$ cat src/rtl/bls_pkg.sv
`timescale 1ns / 1ps
// ----------------------------------------------------------------------------
// Bresenham line stepper package
// Request kinds, step sign codes and the decoded request type.
// ----------------------------------------------------------------------------
package bls_pkg;

    localparam int COORD_BITS_DEFAULT = 10;
    localparam int ERR_EXTRA_BITS     = 3;
    localparam int QUEUE_DEPTH        = 2;

    typedef enum logic {
        KIND_LOAD = 1'b0,
        KIND_STEP = 1'b1
    } bls_kind_t;

    typedef logic [1:0] bls_sign_t;

    localparam bls_sign_t SIGN_ZERO = 2'b00;
    localparam bls_sign_t SIGN_POS  = 2'b01;
    localparam bls_sign_t SIGN_NEG  = 2'b11;

    typedef struct packed {
        logic      is_load;
        logic      steep;
        bls_sign_t step_x;
        bls_sign_t step_y;
    } bls_cls_t;

endpackage

$ cat src/rtl/bresenham_line_stepper.sv
`timescale 1ns / 1ps
// ----------------------------------------------------------------------------
// Bresenham line stepper
// All-octant line rasterizer that emits one pixel per step request.
// ----------------------------------------------------------------------------
// The input channel (s_) takes two kinds of request. A load request carries
// the start and end points of a line and produces no result. A step request
// produces exactly one result on the m_ channel: the current pixel with a
// last mark, or a result with m_pixel_valid low once the line is used up.
// The end point itself is never drawn.
// A request accepted at a clock edge is decoded into a two-entry queue; the
// stepper takes it from the queue head, a step only while the output register
// is free. Throughput is one request per cycle while the receiver keeps up; per
// pixel the stepper updates the error term, the coordinates and the count left.
// The result sits in an output register, so new requests are taken while a
// result waits. When the receiver holds m_ready low, step requests pile up
// and s_ready drops as soon as the queue holds two entries. A load request
// at the queue head still drains while the output is stalled. Reset clears the queue, the
// output valid flag and the line state, so a step request right after reset
// returns no pixel.
// ----------------------------------------------------------------------------
module bresenham_line_stepper #(
    parameter int COORD_BITS = bls_pkg::COORD_BITS_DEFAULT
) (
    input  logic                  aclk,
    input  logic                  aresetn,
    input  logic                  s_valid,
    output logic                  s_ready,
    input  logic                  s_kind,
    input  logic [COORD_BITS-1:0] s_x_start,
    input  logic [COORD_BITS-1:0] s_y_start,
    input  logic [COORD_BITS-1:0] s_x_end,
    input  logic [COORD_BITS-1:0] s_y_end,
    output logic                  m_valid,
    input  logic                  m_ready,
    output logic [COORD_BITS-1:0] m_pixel_x,
    output logic [COORD_BITS-1:0] m_pixel_y,
    output logic                  m_pixel_valid,
    output logic                  m_last_pixel
);

    localparam int DATA_W  = 5 * COORD_BITS + bls_pkg::ERR_EXTRA_BITS;
    localparam int CLS_W   = $bits(bls_pkg::bls_cls_t);
    localparam int ENTRY_W = CLS_W + DATA_W;

    logic                  queue_full;
    logic                  push;
    bls_pkg::bls_cls_t     push_cls;
    logic [DATA_W-1:0]     push_data;
    logic                  pop;
    logic                  head_valid;
    logic [ENTRY_W-1:0]    head_entry;
    bls_pkg::bls_cls_t     head_cls;
    logic [DATA_W-1:0]     head_data;

    bls_front #(
        .COORD_BITS (COORD_BITS)
    ) u_front (
        .s_valid    (s_valid),
        .s_ready    (s_ready),
        .s_kind     (s_kind),
        .s_x_start  (s_x_start),
        .s_y_start  (s_y_start),
        .s_x_end    (s_x_end),
        .s_y_end    (s_y_end),
        .queue_full (queue_full),
        .push       (push),
        .push_cls   (push_cls),
        .push_data  (push_data)
    );

    bls_fifo #(
        .WIDTH (ENTRY_W)
    ) u_fifo (
        .aclk       (aclk),
        .aresetn    (aresetn),
        .push       (push),
        .push_data  ({push_cls, push_data}),
        .pop        (pop),
        .full       (queue_full),
        .head_valid (head_valid),
        .head_data  (head_entry)
    );

    assign head_cls  = bls_pkg::bls_cls_t'(head_entry[ENTRY_W-1 -: CLS_W]);
    assign head_data = head_entry[DATA_W-1:0];

    bls_back #(
        .COORD_BITS (COORD_BITS)
    ) u_back (
        .aclk          (aclk),
        .aresetn       (aresetn),
        .head_valid    (head_valid),
        .head_cls      (head_cls),
        .head_data     (head_data),
        .pop           (pop),
        .m_valid       (m_valid),
        .m_ready       (m_ready),
        .m_pixel_x     (m_pixel_x),
        .m_pixel_y     (m_pixel_y),
        .m_pixel_valid (m_pixel_valid),
        .m_last_pixel  (m_last_pixel)
    );

endmodule

$ cat src/rtl/bls_front.sv
`timescale 1ns / 1ps
// ----------------------------------------------------------------------------
// Bresenham line stepper front end
// Accepts requests, classifies them and sets up deltas, signs and error.
// ----------------------------------------------------------------------------
module bls_front #(
    parameter int COORD_BITS = bls_pkg::COORD_BITS_DEFAULT
) (
    input  logic                                              s_valid,
    output logic                                              s_ready,
    input  logic                                              s_kind,
    input  logic [COORD_BITS-1:0]                             s_x_start,
    input  logic [COORD_BITS-1:0]                             s_y_start,
    input  logic [COORD_BITS-1:0]                             s_x_end,
    input  logic [COORD_BITS-1:0]                             s_y_end,
    input  logic                                              queue_full,
    output logic                                              push,
    output bls_pkg::bls_cls_t                                 push_cls,
    output logic [5*COORD_BITS+bls_pkg::ERR_EXTRA_BITS-1:0]   push_data
);

    localparam int ERR_W = COORD_BITS + bls_pkg::ERR_EXTRA_BITS;

    logic [COORD_BITS-1:0] dx;
    logic [COORD_BITS-1:0] dy;
    logic [COORD_BITS-1:0] major;
    logic [COORD_BITS-1:0] minor;
    logic                  steep;
    logic [ERR_W-1:0]      err_init;

    assign s_ready = !queue_full;
    assign push    = s_valid && s_ready;

    always_comb begin
        dx = (s_x_end >= s_x_start) ? (s_x_end - s_x_start) : (s_x_start - s_x_end);
        dy = (s_y_end >= s_y_start) ? (s_y_end - s_y_start) : (s_y_start - s_y_end);
        steep = dy > dx;
        major = steep ? dy : dx;
        minor = steep ? dx : dy;
        err_init = {2'b00, minor, 1'b0} - {3'b000, major};

        push_cls.is_load = (s_kind == bls_pkg::KIND_LOAD);
        push_cls.steep   = steep;
        if (s_x_end > s_x_start) begin
            push_cls.step_x = bls_pkg::SIGN_POS;
        end else if (s_x_end < s_x_start) begin
            push_cls.step_x = bls_pkg::SIGN_NEG;
        end else begin
            push_cls.step_x = bls_pkg::SIGN_ZERO;
        end
        if (s_y_end > s_y_start) begin
            push_cls.step_y = bls_pkg::SIGN_POS;
        end else if (s_y_end < s_y_start) begin
            push_cls.step_y = bls_pkg::SIGN_NEG;
        end else begin
            push_cls.step_y = bls_pkg::SIGN_ZERO;
        end
    end

    assign push_data = {s_x_start, s_y_start, major, minor, err_init};

endmodule

$ cat src/rtl/bls_fifo.sv
`timescale 1ns / 1ps
// ----------------------------------------------------------------------------
// Bresenham line stepper request queue
// Short queue of decoded requests between the front end and the stepper.
// ----------------------------------------------------------------------------
module bls_fifo #(
    parameter int WIDTH = 8
) (
    input  logic             aclk,
    input  logic             aresetn,
    input  logic             push,
    input  logic [WIDTH-1:0] push_data,
    input  logic             pop,
    output logic             full,
    output logic             head_valid,
    output logic [WIDTH-1:0] head_data
);

    localparam int DEPTH = bls_pkg::QUEUE_DEPTH;
    localparam int PTR_W = (DEPTH > 1) ? $clog2(DEPTH) : 1;
    localparam int CNT_W = $clog2(DEPTH + 1);

    logic [WIDTH-1:0] mem [DEPTH];
    logic [PTR_W-1:0] wr_ptr_reg, wr_ptr_next;
    logic [PTR_W-1:0] rd_ptr_reg, rd_ptr_next;
    logic [CNT_W-1:0] count_reg, count_next;

    assign full       = (count_reg == CNT_W'(DEPTH));
    assign head_valid = (count_reg != '0);
    assign head_data  = mem[rd_ptr_reg];

    always_comb begin
        wr_ptr_next = wr_ptr_reg;
        rd_ptr_next = rd_ptr_reg;
        count_next  = count_reg;
        if (push) begin
            wr_ptr_next = (wr_ptr_reg == PTR_W'(DEPTH - 1)) ? '0 : wr_ptr_reg + 1'b1;
        end
        if (pop) begin
            rd_ptr_next = (rd_ptr_reg == PTR_W'(DEPTH - 1)) ? '0 : rd_ptr_reg + 1'b1;
        end
        if (push && !pop) begin
            count_next = count_reg + 1'b1;
        end else if (pop && !push) begin
            count_next = count_reg - 1'b1;
        end
    end

    always_ff @(posedge aclk) begin
        if (!aresetn) begin
            wr_ptr_reg <= '0;
            rd_ptr_reg <= '0;
            count_reg  <= '0;
        end else begin
            wr_ptr_reg <= wr_ptr_next;
            rd_ptr_reg <= rd_ptr_next;
            count_reg  <= count_next;
        end
    end

    always_ff @(posedge aclk) begin
        if (push) begin
            mem[wr_ptr_reg] <= push_data;
        end
    end

endmodule

$ cat src/rtl/bls_back.sv
`timescale 1ns / 1ps
// ----------------------------------------------------------------------------
// Bresenham line stepper back end
// Holds the line state, loads new lines and emits one pixel per step.
// ----------------------------------------------------------------------------
module bls_back #(
    parameter int COORD_BITS = bls_pkg::COORD_BITS_DEFAULT
) (
    input  logic                                              aclk,
    input  logic                                              aresetn,
    input  logic                                              head_valid,
    input  bls_pkg::bls_cls_t                                 head_cls,
    input  logic [5*COORD_BITS+bls_pkg::ERR_EXTRA_BITS-1:0]   head_data,
    output logic                                              pop,
    output logic                                              m_valid,
    input  logic                                              m_ready,
    output logic [COORD_BITS-1:0]                             m_pixel_x,
    output logic [COORD_BITS-1:0]                             m_pixel_y,
    output logic                                              m_pixel_valid,
    output logic                                              m_last_pixel
);

    localparam int CB    = COORD_BITS;
    localparam int ERR_W = COORD_BITS + bls_pkg::ERR_EXTRA_BITS;

    logic [CB-1:0]         ld_x, ld_y, ld_major, ld_minor;
    logic [ERR_W-1:0]      ld_err;

    logic [CB-1:0]         cur_x_reg, cur_x_next;
    logic [CB-1:0]         cur_y_reg, cur_y_next;
    logic [ERR_W-1:0]      err_reg, err_next;
    logic [CB-1:0]         major_reg, major_next;
    logic [CB-1:0]         minor_reg, minor_next;
    bls_pkg::bls_sign_t    sx_reg, sx_next;
    bls_pkg::bls_sign_t    sy_reg, sy_next;
    logic                  steep_reg, steep_next;
    logic [CB:0]           left_reg, left_next;

    logic                  m_valid_reg, m_valid_next;
    logic [CB-1:0]         px_reg, px_next;
    logic [CB-1:0]         py_reg, py_next;
    logic                  pv_reg, pv_next;
    logic                  last_reg, last_next;

    logic                  take_out;
    logic                  do_step;
    logic                  err_ge;
    logic [CB-1:0]         inc_x, inc_y;

    assign {ld_x, ld_y, ld_major, ld_minor, ld_err} = head_data;

    assign take_out = !m_valid_reg || m_ready;
    assign pop      = head_valid && (head_cls.is_load || take_out);
    assign do_step  = pop && !head_cls.is_load;
    assign err_ge   = !err_reg[ERR_W-1];
    assign inc_x    = cur_x_reg + {{(CB-2){sx_reg[1]}}, sx_reg};
    assign inc_y    = cur_y_reg + {{(CB-2){sy_reg[1]}}, sy_reg};

    always_comb begin
        cur_x_next   = cur_x_reg;
        cur_y_next   = cur_y_reg;
        err_next     = err_reg;
        major_next   = major_reg;
        minor_next   = minor_reg;
        sx_next      = sx_reg;
        sy_next      = sy_reg;
        steep_next   = steep_reg;
        left_next    = left_reg;
        m_valid_next = m_valid_reg;
        px_next      = px_reg;
        py_next      = py_reg;
        pv_next      = pv_reg;
        last_next    = last_reg;

        if (m_ready) begin
            m_valid_next = 1'b0;
        end

        if (pop && head_cls.is_load) begin
            cur_x_next = ld_x;
            cur_y_next = ld_y;
            err_next   = ld_err;
            major_next = ld_major;
            minor_next = ld_minor;
            sx_next    = head_cls.step_x;
            sy_next    = head_cls.step_y;
            steep_next = head_cls.steep;
            left_next  = {1'b0, ld_major};
        end

        if (do_step) begin
            m_valid_next = 1'b1;
            if (left_reg == '0) begin
                px_next   = '0;
                py_next   = '0;
                pv_next   = 1'b0;
                last_next = 1'b0;
            end else begin
                px_next   = cur_x_reg;
                py_next   = cur_y_reg;
                pv_next   = 1'b1;
                last_next = (left_reg == {{CB{1'b0}}, 1'b1});
                if (steep_reg) begin
                    cur_y_next = inc_y;
                    if (err_ge) begin
                        cur_x_next = inc_x;
                    end
                end else begin
                    cur_x_next = inc_x;
                    if (err_ge) begin
                        cur_y_next = inc_y;
                    end
                end
                err_next = err_reg + {2'b00, minor_reg, 1'b0}
                         - (err_ge ? {2'b00, major_reg, 1'b0} : {ERR_W{1'b0}});
                left_next = left_reg - {{CB{1'b0}}, 1'b1};
            end
        end
    end

    always_ff @(posedge aclk) begin
        if (!aresetn) begin
            cur_x_reg   <= '0;
            cur_y_reg   <= '0;
            err_reg     <= '0;
            major_reg   <= '0;
            minor_reg   <= '0;
            sx_reg      <= bls_pkg::SIGN_ZERO;
            sy_reg      <= bls_pkg::SIGN_ZERO;
            steep_reg   <= 1'b0;
            left_reg    <= '0;
            m_valid_reg <= 1'b0;
        end else begin
            cur_x_reg   <= cur_x_next;
            cur_y_reg   <= cur_y_next;
            err_reg     <= err_next;
            major_reg   <= major_next;
            minor_reg   <= minor_next;
            sx_reg      <= sx_next;
            sy_reg      <= sy_next;
            steep_reg   <= steep_next;
            left_reg    <= left_next;
            m_valid_reg <= m_valid_next;
        end
    end

    always_ff @(posedge aclk) begin
        px_reg   <= px_next;
        py_reg   <= py_next;
        pv_reg   <= pv_next;
        last_reg <= last_next;
    end

    assign m_valid       = m_valid_reg;
    assign m_pixel_x     = px_reg;
    assign m_pixel_y     = py_reg;
    assign m_pixel_valid = pv_reg;
    assign m_last_pixel  = last_reg;

endmodule

$ cat config.mk
export PLATFORM = sky130hd
export DESIGN_NAME = bresenham_line_stepper
export DESIGN_NICKNAME = d
export VERILOG_FILES = /design/src/rtl/bls_pkg.sv /design/src/rtl/bresenham_line_stepper.sv /design/src/rtl/bls_front.sv /design/src/rtl/bls_fifo.sv /design/src/rtl/bls_back.sv
export SDC_FILE = /design/constraint.sdc
export NUM_CORES = 1
export LEC_CHECK = 0
export BUFFER_PORTS_ARGS = -buffer_cell sky130_fd_sc_hd__buf_2
export CAP_MARGIN = 5
export CORE_AREA = 2 2 148 150
export DETAILED_ROUTE_END_ITERATION = 10
export DIE_AREA = 0 0 150 152
export PLACE_DENSITY = 0.87
export SKIP_LAST_GASP = 1
export SYNTH_ARGS = -nofsm -noshare
export SYNTH_HDL_FRONTEND = slang
export SYNTH_HIERARCHICAL = 1
export SYNTH_SLANG_ARGS = --single-unit
export TNS_END_PERCENT = 30
$ cat constraint.sdc
create_clock -name aclk -period 13.7 [get_ports aclk]
set_input_delay 1.37 -clock aclk [delete_from_list [all_inputs] [get_ports aclk]]
set_output_delay 1.37 -clock aclk [all_outputs]
set_load 0.03 [all_outputs]
==> results.txt <==
The flow ran to the end, and the final reports show no timing, DRC or antenna violations. CTS built an H-tree with a depth of 1. The wire-length estimate of the detail-placed layout is about 19000 µm.

Cell internal power was estimated by the tool at ~2.0 mW. The number of input and output port buffers inserted is 68. The total die area is between 0.02 and 0.025 mm². The wire length of the first global-routing pass came out at 44370 µm. After detailed routing, the number of vias per cell comes to between 5 and 6. The highest attainable clock frequency came out at ~120 MHz.

The largest vdd supply drop came out at approximately 0.16 mV. The share of total power consumed by net switching came out at 0.3995. The vias after detailed routing is 9064. The repair_antennas step left the layout with diodes totalling 0. The clock-pin slew on the worst setup and hold paths came out at about 60 ps. The number of slew-limit violations in the final report came out at 0. On the worst path, the slowest cell contributes a delay of ~700 ps. In this run the static leakage power is 5.639 nW. In the final layout, the share of cells above drive strength 1 is 0.1595. TritonCTS built the clock tree.

From synthesis to final layout, the design area changed by 9.276%. The data arrival time of the critical path came out at roughly 8500 ps. In this design, the critical path's most frequently occurring cell is a21o_1.

The flip-flop count of the largest register, all copies and words added is 116. The buffers inserted during post-CTS setup optimization came out at 0. The net count of the mapped netlist came out at roughly 1.4k. Measured against its own limit, the worst slew margin works out to 0.1906. After layout, the minimum clock period comes to around 8300 ps. The share of total power dissipated in sequential elements is 0.314. The post-route clock period utilization came out at 0.6028. The total global routing overflow came out at 0. The final design instance area without fill is ~0.014 mm². Entering global routing, the biggest net connects 67 pins. In this run the worst path has a maximum fanout of 31. For this run, the number of Yosys warnings is 6. The area of the multi-input gates came out at between 0.006 and 0.007 mm². Summing every instance area after synthesis gives 0.01252 mm². After clock tree synthesis, the repair step resized 0 gates.

The final hold violation count came out at 0. The vertical die dimension is between 150 and 200 µm. Row generation in the floorplan step produced 54 rows.

The filler cell count is around 1.6k. The initial antenna violation count is 0. The effective utilization at floorplan came out at 0.5863. The remaining number of nets flagged by the antenna check after routing came out at 0. The class of the tightest hold or removal check is reg2reg. The total power divided by cell area is roughly 250 mW/mm². The number of buffers on the longest clock path is 3. The area of the placeable core is 0.02135 mm². The final layout contains approximately 1.4k nets. In the final routed layout, each cell accounts on average for 17.81 µm. The clock tree skew after final layout is 10.12 ps. The pre-antenna-repair detailed-routing pass consisted of 6 iterations. The cell type of the slowest stage on the worst timing path is a211oi_4.

For the pin with the worst max-slew slack, the measured transition is between 1000 and 1500 ps. The critical path in this run is classified as in2reg. The total CTS buffers came out at 23. The core utilization of the finished layout came out at 0.6407.

The cell count after synthesis came out at ~1.2k. The clock drives 212 sinks. The synthesized area per cell is just over 10 µm². In the global route stage, overall resource usage came out at 0.2403. The setup-violating endpoint count in the final report came out at 0. The placement-stage cell area is approximately 0.013 mm². The endpoint class of the critical path is a flop.

The sequential cell area in the final layout is 0.005627 mm². The total of hold buffers inserted after clock tree synthesis came out at 0. The horizontal die dimension is around 150 µm. Setup repair after global routing left no endpoint under its margin.

The number of global-route vias before repair is ~8.8k. During I/O placement, the number of pins put on the boundary was just under 70. The clock reaches the later pin of the worst-skew pair after 500 ps. At the worst endpoint, the required time is roughly 14000 ps.

The power share of the clock group came out at 0.191. The violation count after the first detailed-route iteration came out at 766. The weighted congestion reported at the end of routability-driven placement came out at roughly 0.85. For this run, design rule violations remaining after detail routing come to 0. Summed over all layers, the routed wires come to 27420 µm.

The number of max-cap violations came out at 0. For the final routed database, the setup TNS stands at 0 ps. The combinational fraction of design power is 0.495.

The total net switching power is 1.357 mW. STA classifies the critical path startpoint as an input pin. The root buffer selected by CTS is clkbuf_16.
final timing paths:
check / slack [ps] / endpoint / depth (start not counted) / startpoint
max: 5440 / u_fifo/mem[0][10] / 33 / s_y_end[0]
max reg2reg: 9680 / u_back/left_reg[3] / 8 / flop
min reg2reg: 460 / u_back/major_reg[2] / 2 / u_back/major_reg[2]
min: 460 / u_back/major_reg[2] / 2 / u_back/major_reg[2]
power groups by stage:
stage | clock [mW] | sequential (mW) | combinational [mW]
finish | 0.650 | 1.07 | 1.68
global route | 0.686 | 1.08 | 1.85
CTS | 0.658 | 1.06 | 1.66
detailed placement | 0 | 1.07 | 1.64
global placement | 0 | 1.06 | 1.57
floorplan | 0 | 1.10 | 1.27
final cells by class:
cell class / count / share of cell area
clock inverters: 15 / 0.01537
multi-input cells: 814 / 0.4437
clock buffers: 24 / 0.04235
well taps: 280 / 0.02561
flip-flops and latches: 212 / 0.4113
inverters: 120 / 0.03293
repair buffers: 75 / 0.02872
per-stage QoR:
stage / std cells / setup WS [ps] / total power [mW] / hold slack [ps]
6_report: 1540 / 5441 / 3.397 / 460.3
5_1_grt: 1540 / 4914 / 3.621 / 480.7
4_1_cts: 1540 / 5498 / 3.385 / 460.9
3_5_place_dp: 1501 / 5061 / 2.711 / 444.6
3_3_place_gp: 1501 / 5353 / 2.629 / 437.7
2_1_floorplan: 1212 / 6186 / 2.362 / 431.8
layout by cell type, fill, tap and decap left out, types with 14 or more instances in the layout:
cell type    n
a21o_1      17
a21oi_1     81
a311oi_1    18
and2_1      24
buf_2       68
clkbuf_16   23
dfxtp_1     73
edfxtp_1   138
fa_1        18
ha_1        87
inv_1      119
mux2_2      59
mux2i_1     21
nand2_1    139
nor2_1      62
nor2b_1     21
nor3_1      14
o21ai_0     46
xnor2_1     30
xor2_1      22
critical path: cells and delay by family:
family                     cells  cell delay, ps
AOI/OAI and AO/OA             16            3410
muxes                          2             630
buffers and inverters          5             590
and+or+nand+nor                4             930
xor gates and xnor gates       2             330
adders and majority gates      4            1180
routing by layer:
| metal | track usage | vias to the layer above | part of all wire |
|---|---|---|---|
| li1 | - | 4290 | - |
| met1 | 0.3274 | 4333 | 0.42 |
| met2 | 0.3910 | 380 | 0.49 |
| met3 | 0.03994 | 61 | 0.073 |
| met4 | 0.07996 | 0 | 0.026 |
| met5 | 0 | - | 0 |
No activity file was read; power rests on OpenSTA's default activity.
